[src/design/wpm_pkg.sv]
// Package for the wildcard pattern matcher: command codes, pattern byte
// codes, controller states and the command/status bundles between units.
// No dependencies.
`default_nettype none

package wpm_pkg;

    // Default size of the pattern store, in bytes.
    localparam int PATTERN_MAX_DEF = 64;

    // Request command codes.
    localparam logic [1:0] CMD_CLEAR  = 2'd0;
    localparam logic [1:0] CMD_APPEND = 2'd1;
    localparam logic [1:0] CMD_TEXT   = 2'd2;
    localparam logic [1:0] CMD_END    = 2'd3;

    // Pattern bytes with a special meaning.
    localparam logic [7:0] STAR_BYTE  = 8'd42;
    localparam logic [7:0] QMARK_BYTE = 8'd63;

    // Controller states.
    typedef enum logic [2:0] {
        ST_INIT,
        ST_IDLE,
        ST_SCAN,
        ST_DRAIN,
        ST_END_READ,
        ST_END_OUT
    } wpm_state_t;

    // Commands from the controller to the datapath.
    typedef struct packed {
        logic load_char;   // capture the text byte
        logic clear_pat;   // empty the pattern and clear overflow
        logic append;      // append the request byte to the pattern
        logic scan_start;  // restart the position counter at zero
        logic scan_rearm;  // scan mode: rearm (1) or advance (0)
        logic issue;       // read the current position this cycle
        logic end_addr;    // point the position counter at the pattern end
        logic out_load;    // load the result register
    } wpm_ctl_t;

    // Status from the datapath to the controller.
    typedef struct packed {
        logic last_issue;  // position counter equals pattern length
        logic out_free;    // result register can take a new result
    } wpm_stat_t;

endpackage

`default_nettype wire

[src/design/wpm_ram.sv]
// Generic single-write, single-read RAM with a registered read port.
// No dependencies.
`default_nettype none

module wpm_ram #(
    parameter int WIDTH = 8,
    parameter int DEPTH = 64,
    localparam int AW = (DEPTH > 1) ? $clog2(DEPTH) : 1
) (
    input  wire logic             clk,
    input  wire logic             we,
    input  wire logic [AW-1:0]    waddr,
    input  wire logic [WIDTH-1:0] wdata,
    input  wire logic [AW-1:0]    raddr,
    output logic      [WIDTH-1:0] rdata
);

    logic [WIDTH-1:0] mem [DEPTH];
    logic [WIDTH-1:0] rdata_reg;

    // Write port.
    always_ff @(posedge clk)
    begin
        if (we)
        begin
            mem[waddr] <= wdata;
        end
    end

    // Registered read port.
    always_ff @(posedge clk)
    begin
        rdata_reg <= mem[raddr];
    end

    assign rdata = rdata_reg;

endmodule

`default_nettype wire

[src/design/wpm_ctrl.sv]
// Controller state machine for the wildcard pattern matcher.
// Depends on wpm_pkg.
`default_nettype none

module wpm_ctrl (
    input  wire logic              clk,
    input  wire logic              rst_n,
    input  wire logic              cmd_valid,
    input  wire logic [1:0]        cmd,
    input  wire wpm_pkg::wpm_stat_t stat,
    output logic                   cmd_stall,
    output wpm_pkg::wpm_ctl_t      ctl
);

    import wpm_pkg::*;

    wpm_state_t state_reg;
    wpm_state_t state_next;
    logic       accept;

    // A request is taken only while the controller is idle.
    assign cmd_stall = (state_reg != ST_IDLE);
    assign accept    = cmd_valid && (state_reg == ST_IDLE);

    // State register.
    always_ff @(posedge clk or negedge rst_n)
    begin
        if (!rst_n)
        begin
            state_reg <= ST_INIT;
        end
        else
        begin
            state_reg <= state_next;
        end
    end

    // Next state and datapath commands.
    always_comb
    begin
        state_next = state_reg;
        ctl        = '0;
        case (state_reg)
            ST_INIT:
            begin
                // Arm the match vector for the empty pattern after reset.
                ctl.scan_start = 1'b1;
                ctl.scan_rearm = 1'b1;
                state_next     = ST_SCAN;
            end
            ST_IDLE:
            begin
                if (accept)
                begin
                    case (cmd)
                        CMD_CLEAR:
                        begin
                            ctl.clear_pat  = 1'b1;
                            ctl.scan_start = 1'b1;
                            ctl.scan_rearm = 1'b1;
                            state_next     = ST_SCAN;
                        end
                        CMD_APPEND:
                        begin
                            ctl.append     = 1'b1;
                            ctl.scan_start = 1'b1;
                            ctl.scan_rearm = 1'b1;
                            state_next     = ST_SCAN;
                        end
                        CMD_TEXT:
                        begin
                            ctl.load_char  = 1'b1;
                            ctl.scan_start = 1'b1;
                            state_next     = ST_SCAN;
                        end
                        CMD_END:
                        begin
                            ctl.end_addr = 1'b1;
                            state_next   = ST_END_READ;
                        end
                        default:
                        begin
                            state_next = ST_IDLE;
                        end
                    endcase
                end
            end
            ST_SCAN:
            begin
                // Issue one pattern position per cycle up to the pattern length.
                ctl.issue = 1'b1;
                if (stat.last_issue)
                begin
                    state_next = ST_DRAIN;
                end
            end
            ST_DRAIN:
            begin
                // The last position is written back in this cycle.
                state_next = ST_IDLE;
            end
            ST_END_READ:
            begin
                state_next = ST_END_OUT;
            end
            ST_END_OUT:
            begin
                // Hand over the result, then rearm for the next text.
                if (stat.out_free)
                begin
                    ctl.out_load   = 1'b1;
                    ctl.scan_start = 1'b1;
                    ctl.scan_rearm = 1'b1;
                    state_next     = ST_SCAN;
                end
            end
            default:
            begin
                state_next = ST_INIT;
            end
        endcase
    end

endmodule

`default_nettype wire

[src/design/wpm_dpath.sv]
// Datapath of the wildcard pattern matcher: pattern store, match vector
// store, the per-position update cell and the result register.
// Depends on wpm_pkg and wpm_ram.
`default_nettype none

module wpm_dpath #(
    parameter int PATTERN_MAX = wpm_pkg::PATTERN_MAX_DEF
) (
    input  wire logic          clk,
    input  wire logic          rst_n,
    input  wire logic [7:0]    byte_value,
    input  wire wpm_pkg::wpm_ctl_t ctl,
    output wpm_pkg::wpm_stat_t stat,
    input  wire logic          result_stall,
    output logic               result_valid,
    output logic               matched,
    output logic               overflow
);

    import wpm_pkg::*;

    // Length counter and vector index width; pattern address width.
    localparam int LW  = $clog2(PATTERN_MAX + 1);
    localparam int PAW = (PATTERN_MAX > 1) ? $clog2(PATTERN_MAX) : 1;

    logic [LW-1:0]  len_reg;
    logic [LW-1:0]  len_next;
    logic           ovf_reg;
    logic           ovf_next;
    logic [7:0]     char_reg;
    logic           mode_reg;
    logic [LW-1:0]  idx_reg;
    logic [LW-1:0]  idx_next;
    logic [LW-1:0]  idx_m1;
    logic           proc_valid_reg;
    logic [LW-1:0]  proc_idx_reg;
    logic           newprev_reg;
    logic           oldprev_reg;
    logic           new_bit;
    logic           has_room;
    logic           pat_we;
    logic [7:0]     pat_rdata;
    logic           vec_rdata;
    logic           is_star;
    logic           is_hit;
    logic           out_valid_reg;
    logic           matched_reg;
    logic           overflow_reg;

    assign has_room = (len_reg < LW'(PATTERN_MAX));
    assign pat_we   = ctl.append && has_room;
    assign idx_m1   = idx_reg - LW'(1);

    // Pattern store: written on append, read one position behind the index.
    wpm_ram #(
        .WIDTH (8),
        .DEPTH (PATTERN_MAX)
    ) u_pat_ram (
        .clk   (clk),
        .we    (pat_we),
        .waddr (len_reg[PAW-1:0]),
        .wdata (byte_value),
        .raddr (idx_m1[PAW-1:0]),
        .rdata (pat_rdata)
    );

    // Match vector store: one bit per pattern prefix length.
    wpm_ram #(
        .WIDTH (1),
        .DEPTH (PATTERN_MAX + 1)
    ) u_vec_ram (
        .clk   (clk),
        .we    (proc_valid_reg),
        .waddr (proc_idx_reg),
        .wdata (new_bit),
        .raddr (idx_reg),
        .rdata (vec_rdata)
    );

    // Pattern length and overflow flag.
    always_comb
    begin
        len_next = len_reg;
        ovf_next = ovf_reg;
        if (ctl.clear_pat)
        begin
            len_next = '0;
            ovf_next = 1'b0;
        end
        else if (ctl.append)
        begin
            if (has_room)
            begin
                len_next = len_reg + LW'(1);
            end
            else
            begin
                ovf_next = 1'b1;
            end
        end
    end

    always_ff @(posedge clk or negedge rst_n)
    begin
        if (!rst_n)
        begin
            len_reg <= '0;
            ovf_reg <= 1'b0;
        end
        else
        begin
            len_reg <= len_next;
            ovf_reg <= ovf_next;
        end
    end

    // Position counter: restarts for a scan, steps per issued read, or
    // points at the pattern end for a result read.
    always_comb
    begin
        idx_next = idx_reg;
        if (ctl.scan_start)
        begin
            idx_next = '0;
        end
        else if (ctl.end_addr)
        begin
            idx_next = len_reg;
        end
        else if (ctl.issue && !stat.last_issue)
        begin
            idx_next = idx_reg + LW'(1);
        end
    end

    assign stat.last_issue = (idx_reg == len_reg);
    assign stat.out_free   = !out_valid_reg || !result_stall;

    // Read data arrives in the cycle after the issue; track that position.
    always_ff @(posedge clk or negedge rst_n)
    begin
        if (!rst_n)
        begin
            proc_valid_reg <= 1'b0;
        end
        else
        begin
            proc_valid_reg <= ctl.issue;
        end
    end

    always_ff @(posedge clk)
    begin
        idx_reg      <= idx_next;
        proc_idx_reg <= idx_reg;
        if (ctl.load_char)
        begin
            char_reg <= byte_value;
        end
        if (ctl.scan_start)
        begin
            mode_reg <= ctl.scan_rearm;
        end
        if (proc_valid_reg)
        begin
            newprev_reg <= new_bit;
            oldprev_reg <= vec_rdata;
        end
    end

    // Update cell: the new bit of one position from its old bit, the new
    // bit and old bit of the position before it, and the pattern byte.
    assign is_star = (pat_rdata == STAR_BYTE);
    assign is_hit  = (pat_rdata == QMARK_BYTE) || (pat_rdata == char_reg);

    always_comb
    begin
        if (proc_idx_reg == '0)
        begin
            new_bit = mode_reg;
        end
        else if (mode_reg)
        begin
            new_bit = newprev_reg && is_star;
        end
        else if (is_star)
        begin
            new_bit = newprev_reg || vec_rdata;
        end
        else
        begin
            new_bit = oldprev_reg && is_hit;
        end
    end

    // Result register: holds one result until it is taken.
    always_ff @(posedge clk or negedge rst_n)
    begin
        if (!rst_n)
        begin
            out_valid_reg <= 1'b0;
        end
        else if (ctl.out_load)
        begin
            out_valid_reg <= 1'b1;
        end
        else if (!result_stall)
        begin
            out_valid_reg <= 1'b0;
        end
    end

    always_ff @(posedge clk)
    begin
        if (ctl.out_load)
        begin
            matched_reg  <= vec_rdata && !ovf_reg;
            overflow_reg <= ovf_reg;
        end
    end

    assign result_valid = out_valid_reg;
    assign matched      = matched_reg;
    assign overflow     = overflow_reg;

endmodule

`default_nettype wire

[src/design/wildcard_pattern_matcher.sv]
// Top level of the wildcard pattern matcher: controller plus datapath.
// Depends on wpm_pkg, wpm_ctrl, wpm_dpath and wpm_ram.
//
//   Channel  Handshake               Payload
//   request  cmd_valid / cmd_stall     cmd[1:0], byte_value[7:0]
//   result   result_valid / result_stall  matched, overflow
//
// A text byte request runs a scan: the update cell walks the pattern
// positions one per cycle through the pattern and match vector RAM read
// ports. An append runs the scan over the pattern with the new byte, and a
// clear over the empty pattern. An end-of-text request reads the result bit,
// waits on any result-side stall, then rearms with a scan. After reset the
// block arms the match vector before the first request is taken. A result
// waits in its register while the block goes on; only the next end-of-text
// request waits for it to be taken.
`default_nettype none

module wildcard_pattern_matcher #(
    parameter int PATTERN_MAX = wpm_pkg::PATTERN_MAX_DEF
) (
    input  wire logic       clk,
    input  wire logic       rst_n,
    input  wire logic       cmd_valid,
    output logic            cmd_stall,
    input  wire logic [1:0] cmd,
    input  wire logic [7:0] byte_value,
    output logic            result_valid,
    input  wire logic       result_stall,
    output logic            matched,
    output logic            overflow
);

    import wpm_pkg::*;

    wpm_ctl_t  ctl;
    wpm_stat_t stat;

    // Sequencer.
    wpm_ctrl u_ctrl (
        .clk       (clk),
        .rst_n     (rst_n),
        .cmd_valid (cmd_valid),
        .cmd       (cmd),
        .stat      (stat),
        .cmd_stall (cmd_stall),
        .ctl       (ctl)
    );

    // Stores, update cell and result register.
    wpm_dpath #(
        .PATTERN_MAX (PATTERN_MAX)
    ) u_dpath (
        .clk          (clk),
        .rst_n        (rst_n),
        .byte_value   (byte_value),
        .ctl          (ctl),
        .stat         (stat),
        .result_stall (result_stall),
        .result_valid (result_valid),
        .matched      (matched),
        .overflow     (overflow)
    );

endmodule

`default_nettype wire
[config.mk]
export PLATFORM = sky130hd
export DESIGN_NAME = wildcard_pattern_matcher
export DESIGN_NICKNAME = d
export VERILOG_FILES = /design/src/design/wpm_pkg.sv /design/src/design/wpm_ram.sv /design/src/design/wpm_ctrl.sv /design/src/design/wpm_dpath.sv /design/src/design/wildcard_pattern_matcher.sv
export SDC_FILE = /design/constraint.sdc
export NUM_CORES = 1
export LEC_CHECK = 0
export ABC_AREA = 0
export BUFFER_PORTS_ARGS = -buffer_cell sky130_fd_sc_hd__buf_2
export CORE_ASPECT_RATIO = 0.9
export CORE_MARGIN = 2
export CORE_UTILIZATION = 40
export DETAILED_ROUTE_END_ITERATION = 16
export PLACE_DENSITY = 0.58
export SLEW_MARGIN = 20
export SYNTH_ARGS = -nofsm -noshare
export SYNTH_HDL_FRONTEND = slang
export SYNTH_HIERARCHICAL = 1
export SYNTH_SLANG_ARGS = --single-unit
export TNS_END_PERCENT = 20
[constraint.sdc]
create_clock -name clk -period 3.4 [get_ports clk]
set_clock_uncertainty 0.2 [all_clocks]
set_input_delay 0.17 -clock clk [delete_from_list [all_inputs] [get_ports clk]]
set_output_delay 0.17 -clock clk [all_outputs]
set_load 0.05 [all_outputs]
==> results of run 1 <==
logic make-up (layout without fill, tap and decap cells):
group,after synthesis,after routing
flops,626,626
simple gates,339,339
mux,193,193
compound gates,91,91
buf+inv,79,275
xor+xnor,28,28
fa+ha+maj,3,3
repair_timing:
| action | in CTS | in global routing |
|---|---|---|
| gates resized for setup | 0 | 0 |
| hold buffers | 8 | 3 |
| endpoints found under the hold margin | 37 | 173 |
placed cells by master (no fill, tap or decap), types with 6 or more instances in the layout:
cell and count:
sky130_fd_sc_hd__clkinv_1 10, sky130_fd_sc_hd__buf_4 117, sky130_fd_sc_hd__mux2_2 13, sky130_fd_sc_hd__dfxtp_1 22
sky130_fd_sc_hd__nand3b_1 6, sky130_fd_sc_hd__mux2i_1 45, sky130_fd_sc_hd__xnor2_1 17, sky130_fd_sc_hd__mux4_2 128
sky130_fd_sc_hd__a221oi_1 7, sky130_fd_sc_hd__clkbuf_1 12, sky130_fd_sc_hd__edfxtp_1 590, sky130_fd_sc_hd__a211oi_1 10
sky130_fd_sc_hd__nand4_1 10, sky130_fd_sc_hd__o22ai_1 10, sky130_fd_sc_hd__a22oi_1 7, sky130_fd_sc_hd__nand3_1 31
sky130_fd_sc_hd__o221ai_1 8, sky130_fd_sc_hd__xor2_1 8, sky130_fd_sc_hd__buf_12 6, sky130_fd_sc_hd__nor3_1 21
sky130_fd_sc_hd__a21oi_1 10, sky130_fd_sc_hd__clkbuf_16 70, sky130_fd_sc_hd__nand2b_1 13, sky130_fd_sc_hd__mux4_1 7
sky130_fd_sc_hd__nor2b_1 26, sky130_fd_sc_hd__dfrtp_1 13, sky130_fd_sc_hd__nand2_1 45, sky130_fd_sc_hd__buf_2 14
sky130_fd_sc_hd__dlygate4sd3_1 11, sky130_fd_sc_hd__nor2_1 160, sky130_fd_sc_hd__clkinv_2 12
area by class of cell:
type                       instances  share of cell area, %
sequential                       626                  63.32
multi-input combinational        654                  21.66
clock buffer                      84                  6.242
timing repair buffer             149                  4.127
tap                              845                  3.618
clock inverter                    35                 0.9162
inverter                           7                 0.1242
where the power goes:
group | internal [mW] | total (mW) | switching, mW | leakage (nW)
sequential | 8.79 | 9.10 | 0.313 | 5.67
combinational | 3.90 | 8.83 | 4.94 | 2.74
clock | 3.98 | 6.92 | 2.94 | 1.02
metal layers:
layer	GRT usage, %	routed length [µm]
met5	0	0
met4	4.967	1320
met3	3.639	3002
met2	25.72	25640
met1	27.16	27170
worst max-delay path by stage:
stage / from / end / slack (ns) / depth (start not counted)
2_1_floorplan: u_dpath/u_pat_ram/rdata[5] / u_dpath/newprev_reg / 0.1 / 5
3_3_place_gp: u_dpath/idx_reg[0] / u_dpath/u_pat_ram/rdata[1] / 0.29 / 9
3_5_place_dp: u_dpath/idx_reg[0] / u_dpath/u_pat_ram/rdata[1] / 0.28 / 9
4_1_cts: u_dpath/idx_reg[0] / u_dpath/u_pat_ram/rdata[1] / 0.26 / 9
5_1_grt: u_dpath/idx_reg[0] / u_dpath/u_pat_ram/rdata[6] / 0.05 / 10
6_report: u_dpath/idx_reg[0] / u_dpath/u_pat_ram/rdata[1] / 0.30 / 9
per-stage QoR:
stage                     utilization [%]  total power, mW  setup WS (ns)
final                               46.69            24.86         0.2970
after global routing                46.69            25.88        0.05143
after CTS                           46.58            25.02         0.2582
after detailed placement            43.11            18.05         0.2849
after global placement              43.11            18.01         0.2917
after floorplan                         -            15.24        0.09955
worst reg2reg max path, cell delays in order (launching register included):
cell	delay, ns
sky130_fd_sc_hd__dfxtp_1	0.42
sky130_fd_sc_hd__inv_8	0.06
sky130_fd_sc_hd__ha_1	0.35
sky130_fd_sc_hd__inv_4	0.26
sky130_fd_sc_hd__buf_12	0.35
sky130_fd_sc_hd__mux4_2	0.41
sky130_fd_sc_hd__mux4_2	0.54
sky130_fd_sc_hd__nor2_1	0.18
sky130_fd_sc_hd__nor3_1	0.09
sky130_fd_sc_hd__o2bb2ai_1	0.13
==> results.rst, run 1 <==
.. list-table::
   :header-rows: 1

   * - Metric
     - Value
   * - Storage element area
     - 0.01850 mm²
   * - Chip Height
     - 242.3 µm
   * - Reg2reg start
     - u_dpath/idx_reg[0]
   * - Post-placement cell area
     - 0.02698 mm²
   * - Final cell count without fillers
     - 2,400
   * - Yosys top cell by area
     - sky130_fd_sc_hd__edfxtp_1
   * - Adder-Cell Fraction of Synth Area
     - 0.1487%
   * - Max H-tree Level
     - 3
   * - Max clock buf depth
     - 3
   * - Worst min-delay path class
     - primary input to flip-flop
   * - Post-synth ARST share
     - 2.077%
   * - Clock-pin slew of the registers on the worst-case setup and hold paths
     - 0.06 ns
   * - Largest net degree at the start of global routing
     - 75
   * - Layout cell share with drive strength beyond 1
     - 25.66%
   * - Status
     - finished, final reports clean
   * - Leakage Power
     - 9.424 nW
   * - Worst setup slack for register-to-register paths
     - 0.30 ns
   * - Critical path class
     - flip-flop to flip-flop
   * - Post CTS Setup Buffer Count
     - 0
   * - Final setup violation count
     - 0
   * - TritonCTS clock tree
     - yes
   * - Final design area excluding fillers
     - 0.02922 mm²
   * - Registers with the most flip-flops
     - u_dpath/u_pat_ram/mem x512, u_dpath/u_vec_ram/mem x65
   * - Flop and latch count out of synthesis
     - 626
   * - Worst Path Arrival
     - 3.39 ns
   * - Detailed placer's ending HPWL
     - 35.80 mm
   * - Top cells by area in the synthesized netlist
     - sky130_fd_sc_hd__edfxtp_1 70%, sky130_fd_sc_hd__mux4_2 11%, sky130_fd_sc_hd__nor2_1 2.4%, sky130_fd_sc_hd__dfxtp_1 1.8%, sky130_fd_sc_hd__mux2i_1 1.8%
   * - Starting density of the core
     - 40.34%
   * - Minimum clock period after layout
     - 3.103 ns
   * - Inserted Clock Buffers
     - 67
   * - Largest register FFs
     - 512
   * - Num Clock Sinks
     - 626
   * - Worst-path cell with the longest stage delay
     - sky130_fd_sc_hd__mux4_2
   * - Number of DRC markers in iteration 0
     - 1,181
   * - Buf+Inv Stages, Crit Path
     - 3
   * - Synth-to-Final Area Change
     - 15.75%
   * - Site row count
     - 87
   * - Final routed wirelength across all metal layers
     - 57.13 mm
   * - Count of different cell masters after synthesis
     - 67
   * - Highest attainable clock frequency
     - 322.3 MHz
   * - Fraction of the mapped netlist area in simple logic gates
     - 6.428%
   * - Number of global-route vias before repair
     - 13,066
   * - Worst reg2reg path endpoint
     - u_dpath/u_pat_ram/rdata[1]
   * - Die X-Extent
     - 268.8 µm
   * - Post-Synth XOR/XNOR Area
     - 0.9714%
   * - Antenna Violating Nets Remaining
     - 0
   * - Number of search-and-repair iterations in the first detailed-routing pass
     - 5
   * - PortBufs
     - 17
   * - Cell count of the worst reg-to-reg path
     - 9
   * - WHS Endpoint
     - u_dpath/u_pat_ram/mem[5][0]
   * - Setup repair after global routing missed its margin
     - no
   * - Setup TNS
     - 0 ns
   * - Average footprint of a synthesized cell
     - 18.58 µm²
   * - Post-Synthesis Cells
     - 1,359
   * - Nature of the critical path startpoint
     - flip-flop
   * - Post-synth top area share
     - 70.18%
   * - Transition time at the pin with the least slew margin
     - 1.037 ns
   * - Placeable core area
     - 0.06259 mm²
   * - Total vias in the final route
     - 13,046
   * - Category of the worst setup path capture point
     - flip-flop
   * - Largest stage delay on the critical path
     - 0.54 ns
   * - Post-synth design cell area
     - 0.02525 mm²
   * - Final GP Congestion
     - 0.8432
   * - Multi-input combinational cell area
     - 0.006329 mm²
   * - Final number of max-transition violations
     - 0
   * - Dominant combinational cell family by area after synthesis
     - multiplexers
   * - Wire length of the first global-routing pass
     - 85.26 mm
   * - Sequential-to-total area share from yosys stat
     - 73.29%
   * - Number of synthesized flops with an enable pin
     - 590
   * - Net Count, Synth
     - 1,376
   * - Portion of the clock cycle consumed by the worst path in the final layout
     - 91.26%
   * - Post-synthesis compound-gate area fraction
     - 2.780%
   * - Total Nets Final
     - 1,522
   * - Number of inserted diodes
     - 0
   * - All-Layer GR Usage
     - 17.76%
   * - Maximum fanout along the worst path
     - 46
   * - Clock latency reported for the late side of the worst-skew pair
     - 0.60 ns
   * - Overall die area
     - 0.06515 mm²
   * - Placed Cells incl. Taps
     - 2,269
   * - Hold Worst Slack
     - 0.02249 ns
   * - Multiplexer share of the synthesized area
     - 14.51%
   * - Count of maximum capacitance violations
     - 0
   * - Register name with the most flops
     - u_dpath/u_pat_ram/mem
   * - Final-layout fill cell count
     - 5,264
   * - Number of primary I/O pins
     - 18
   * - Worst IR drop on VDD
     - 0.0008174 V
   * - CP cell instances
     - inv_8 -> ha_1 -> inv_4 -> buf_12 -> mux4_2 -> mux4_2 -> nor2_1 -> nor3_1 -> o2bb2ai_1
   * - Cells on Worst Hold Path
     - 1
   * - Initial antenna violation count
     - 0
   * - Total power divided by cell area
     - 850.5 mW/mm²
   * - Worst path most repeated cell
     - sky130_fd_sc_hd__mux4_2
   * - Average via count per standard cell
     - 5.436
   * - GR Overflow Total
     - 0
   * - Most used standard cell by instance count after synthesis
     - sky130_fd_sc_hd__edfxtp_1
   * - Endpoint required time on the critical path
     - 3.69 ns
   * - Top delay family on crit path
     - multiplexers
   * - Most instantiated flip-flop cell in the synthesis netlist
     - sky130_fd_sc_hd__edfxtp_1
   * - Startpoint of the tightest hold check path
     - byte_value[0]
   * - DRC Markers
     - 0
   * - Synth cell count leaders
     - 590 x sky130_fd_sc_hd__edfxtp_1, 161 x sky130_fd_sc_hd__nor2_1, 128 x sky130_fd_sc_hd__mux4_2, 45 x sky130_fd_sc_hd__mux2i_1, 45 x sky130_fd_sc_hd__nand2_1
   * - Headroom to the max-slew limit
     - 30.89%
   * - Cell at the root of the clock tree
     - sky130_fd_sc_hd__clkbuf_16
   * - Number of failing hold endpoints at the final stage
     - 0
   * - Average wire length per cell after detail routing
     - 23.81 µm
   * - Warnings, synthesis
     - 6
No activity file was read; power rests on OpenSTA's default activity.
==> inputs of run 2 (changes only) <==
--- a/config.mk
+++ b/config.mk
@@ -11,10 +11,11 @@
 export CORE_MARGIN = 2
 export CORE_UTILIZATION = 40
 export DETAILED_ROUTE_END_ITERATION = 16
+export HOLD_SLACK_MARGIN = 0.06
 export PLACE_DENSITY = 0.58
+export RECOVER_POWER = 25
 export SLEW_MARGIN = 20
 export SYNTH_ARGS = -nofsm -noshare
 export SYNTH_HDL_FRONTEND = slang
-export SYNTH_HIERARCHICAL = 1
 export SYNTH_SLANG_ARGS = --single-unit
 export TNS_END_PERCENT = 20
==> results.rst, run 2 <==
.. list-table::
   :header-rows: 1

   * - Metric
     - Value
   * - Reg2reg start
     - u_dpath.idx_reg[0]
   * - Synth-to-Final Area Change
     - 15.48%
   * - Post-layout util
     - 46.94%
   * - Average wire length per cell after detail routing
     - 25.00 µm
   * - Worst min-delay path class
     - primary input to flip-flop
   * - Number of primary I/O pins
     - 18
   * - Wire length of the first global-routing pass
     - 87.10 mm
   * - Number of DRC markers in iteration 0
     - 1,536
   * - Register name with the most flops
     - u_dpath.u_pat_ram.mem
   * - Starting density of the core
     - 40.64%
   * - Worst Path Arrival
     - 3.47 ns
   * - Number of search-and-repair iterations in the first detailed-routing pass
     - 7
   * - Cell count of the worst reg-to-reg path
     - 5
   * - Max H-tree Level
     - 2
   * - Overall die area
     - 0.06445 mm²
   * - Final number of max-transition violations
     - 130
   * - Worst setup path start
     - u_dpath.idx_reg[0]
   * - Total Nets Final
     - 1,486
   * - Synth cell count leaders
     - 590 x sky130_fd_sc_hd__edfxtp_1, 165 x sky130_fd_sc_hd__mux4_2, 153 x sky130_fd_sc_hd__nor2_1, 99 x sky130_fd_sc_hd__nand2_1, 33 x sky130_fd_sc_hd__clkbuf_1
   * - Registers with the most flip-flops
     - u_dpath.u_pat_ram.mem x512, u_dpath.u_vec_ram.mem x65
   * - Most common library cell in the layout ignoring fill and taps
     - sky130_fd_sc_hd__edfxtp_1
   * - Critical path capture point
     - u_dpath.u_pat_ram.rdata[7]
   * - Warnings, synthesis
     - 0
   * - Portion of the clock cycle consumed by the worst path in the final layout
     - 93.31%
   * - Largest register FFs
     - 512
   * - Number of inserted diodes
     - 0
   * - Transition time at the pin with the least slew margin
     - 2.039 ns
   * - Flop and latch count out of synthesis
     - 626
   * - Post-synth ARST share
     - 2.077%
   * - Post-placement cell area
     - 0.02675 mm²
   * - Count of different cell masters after synthesis
     - 59
   * - Sequential-to-total area share from yosys stat
     - 74.10%
   * - Antenna Violating Nets Remaining
     - 0
   * - Inserted Clock Buffers
     - 61
   * - Placement-stage worst setup slack
     - 0.2291 ns
   * - Largest stage delay on the critical path
     - 0.66 ns
   * - Site row count
     - 86
   * - GR met2 Demand/Resource
     - 28.66%
   * - Most instantiated flip-flop cell in the synthesis netlist
     - sky130_fd_sc_hd__edfxtp_1
   * - Total vias in the final route
     - 12,914
   * - Minimum clock period after layout
     - 3.173 ns
   * - Critical path class
     - flip-flop to flip-flop
   * - Yosys top cell by area
     - sky130_fd_sc_hd__edfxtp_1
   * - Count of maximum capacitance violations
     - 4
   * - Clock-pin slew of the registers on the worst-case setup and hold paths
     - 0.06 ns
   * - Status
     - finished, violations left
   * - Total power divided by cell area
     - 817.0 mW/mm²
   * - Final design area excluding fillers
     - 0.02884 mm²
   * - Number of global-route vias before repair
     - 12,864
   * - Slack of the critical path
     - 0.2274 ns
   * - Post-synth design cell area
     - 0.02497 mm²
   * - Maximum fanout along the worst path
     - 41
   * - Die X-Extent
     - 267.4 µm
   * - All-Layer GR Usage
     - 18.67%
   * - Post-Synthesis Cells
     - 1,331
   * - Leakage Power
     - 9.083 nW
   * - GR Overflow Total
     - 0
   * - Clock latency reported for the late side of the worst-skew pair
     - 0.63 ns
   * - Setup repair after global routing missed its margin
     - no
   * - Final cell count without fillers
     - 2,354
   * - Initial antenna violation count
     - 0
   * - Average footprint of a synthesized cell
     - 18.76 µm²
   * - Average via count per standard cell
     - 5.486
   * - Hold Worst Slack
     - 0.1679 ns
   * - Worst reg2reg path endpoint
     - u_dpath.u_pat_ram.rdata[7]
   * - Worst-path cell with the longest stage delay
     - sky130_fd_sc_hd__buf_4
   * - Top cells by area in the synthesized netlist
     - sky130_fd_sc_hd__edfxtp_1 71%, sky130_fd_sc_hd__mux4_2 15%, sky130_fd_sc_hd__nor2_1 2.3%, sky130_fd_sc_hd__dfxtp_1 1.8%, sky130_fd_sc_hd__nand2_1 1.5%
   * - Worst IR drop on VDD
     - 0.0004574 V
   * - Chip Height
     - 241.0 µm
   * - Post-synth top area share
     - 70.95%
   * - TritonCTS clock tree
     - yes
   * - Global-route track usage on met3
     - 3.081%
   * - Worst path most repeated cell
     - sky130_fd_sc_hd__mux4_2
   * - Net Count, Synth
     - 1,348
   * - Gr busiest metal
     - met2
   * - Cell at the root of the clock tree
     - sky130_fd_sc_hd__clkbuf_16
   * - PortBufs
     - 17
   * - CP cell instances
     - buf_4 -> mux4_2 -> mux4_2 -> o211ai_1 -> nand2_1
   * - Final GP Congestion
     - 0.8337
   * - Category of the worst setup path capture point
     - flip-flop
   * - Num Clock Sinks
     - 626
   * - Cts repair resizes
     - 0
   * - Layout cell share with drive strength beyond 1
     - 25.69%
   * - Final setup violation count
     - 0
   * - Largest net degree at the start of global routing
     - 67
   * - Final routed wirelength across all metal layers
     - 58.86 mm
   * - Most used standard cell by instance count after synthesis
     - sky130_fd_sc_hd__edfxtp_1
   * - Placed Cells incl. Taps
     - 2,225
   * - Number of synthesized flops with an enable pin
     - 590
   * - DRC Markers
     - 0
   * - Worst setup slack for register-to-register paths
     - 0.23 ns
   * - Highest attainable clock frequency
     - 315.2 MHz
   * - Final-layout fill cell count
     - 5,188
   * - GRT met1 Usage
     - 27.53%
   * - Detailed placer's ending HPWL
     - 37.79 mm
   * - Headroom to the max-slew limit
     - -35.92%
   * - Nature of the critical path startpoint
     - flip-flop
   * - Number of failing hold endpoints at the final stage
     - 0
   * - Max clock buf depth
     - 3
   * - Violations in the final reports
     - max-capacitance violations, max-slew violations
   * - Endpoint required time on the critical path
     - 3.70 ns
   * - Placeable core area
     - 0.06144 mm²
   * - Commonest cells after routing, fill and taps aside
     - 590 x sky130_fd_sc_hd__edfxtp_1, 165 x sky130_fd_sc_hd__mux4_2, 153 x sky130_fd_sc_hd__nor2_1
-- run 2: cell types whose count changed in the layout (fill, tap and decap cells not counted), moves of 8 or more --
cell,change
sky130_fd_sc_hd__nor2b_1,-14
sky130_fd_sc_hd__mux2i_1,-40
sky130_fd_sc_hd__clkbuf_1,+15
sky130_fd_sc_hd__nand2_1,+54
sky130_fd_sc_hd__mux2_2,-10
sky130_fd_sc_hd__mux4_2,+37
sky130_fd_sc_hd__nand2b_1,-10
sky130_fd_sc_hd__buf_4,-12
sky130_fd_sc_hd__a211oi_1,-8
sky130_fd_sc_hd__a31oi_1,+8
sky130_fd_sc_hd__clkbuf_16,-8
sky130_fd_sc_hd__nor3_1,-14
-- run 2: area by class of cell --
class,instances,area (µm²),share of cell area [%]
multi-input cells,622,6153,21.34
flip-flops and latches,626,18510,64.17
inverters,9,33.78,0.1171
well taps,836,1046,3.627
clock buffers,87,1735,6.018
clock inverters,25,207.7,0.7202
repair buffers,149,1155,4.005
-- run 2: worst min-delay path by stage --
stage / startpoint / to / slack, ns / cells after the start
2_1_floorplan: rst_n / u_ctrl.state_reg[0] / -0.33 / 0
3_3_place_gp: rst_n / u_dpath.result_valid / -0.12 / 1
3_5_place_dp: rst_n / u_dpath.result_valid / -0.12 / 1
4_1_cts: result_stall / u_dpath.result_valid / 0.12 / 4
5_1_grt: result_stall / u_dpath.result_valid / 0.18 / 4
6_report: result_stall / u_dpath.result_valid / 0.17 / 4
-- run 2: cell families (layout without fill, tap and decap cells) --
group | count (synthesis) | in the layout | share of synthesized area, %
AO/OA/AOI/OAI | 74 | 74 | 2.019
XOR/XNOR | 23 | 23 | 0.8067
adder cells (fa/ha/maj) | 3 | 3 | 0.1503
buffers and inverters | 83 | 270 | 1.453
flip-flops | 626 | 626 | 74.10
multiplexers | 174 | 174 | 15.26
AND/OR/NAND/NOR | 348 | 348 | 6.218
-- run 2: report_power, final --
part | leakage, nW | internal (mW) | switching, mW
sequential | 5.66 | 8.82 | 0.346
combinational | 2.48 | 3.36 | 4.49
clock | 0.950 | 3.75 | 2.78
-- run 2: metal layers --
metal | wire [µm] | vias to the layer above
met1 | 26380 | 6757
met4 | 1504 | 0
met5 | 0 | -
met2 | 27040 | 465
met3 | 3931 | 90
li1 | - | 5602
-- run 2: timing repair --
| action | in CTS | in global routing |
|---|---|---|
| hold endpoints to repair | 264 | 0 |
| buffers inserted | 0 | 0 |
| hold buffers | 17 | 0 |
-- run 2: critical path, delay by kind of cell (launching register included) --
kind / cells / cell delay (ns)
multiplexers: 2 / 1.15
buffers and inverters: 1 / 0.66
AO/OA/AOI/OAI: 1 / 0.47
flip-flops: 1 / 0.40
AND/OR/NAND/NOR: 1 / 0.11
-- run 2: through the flow --
stage	TNS (ns)	total power [mW]
6_report	0	23.56
5_1_grt	0	24.54
4_1_cts	0	23.80
3_5_place_dp	0	17.20
3_3_place_gp	0	17.21
2_1_floorplan	-0.01726	14.33
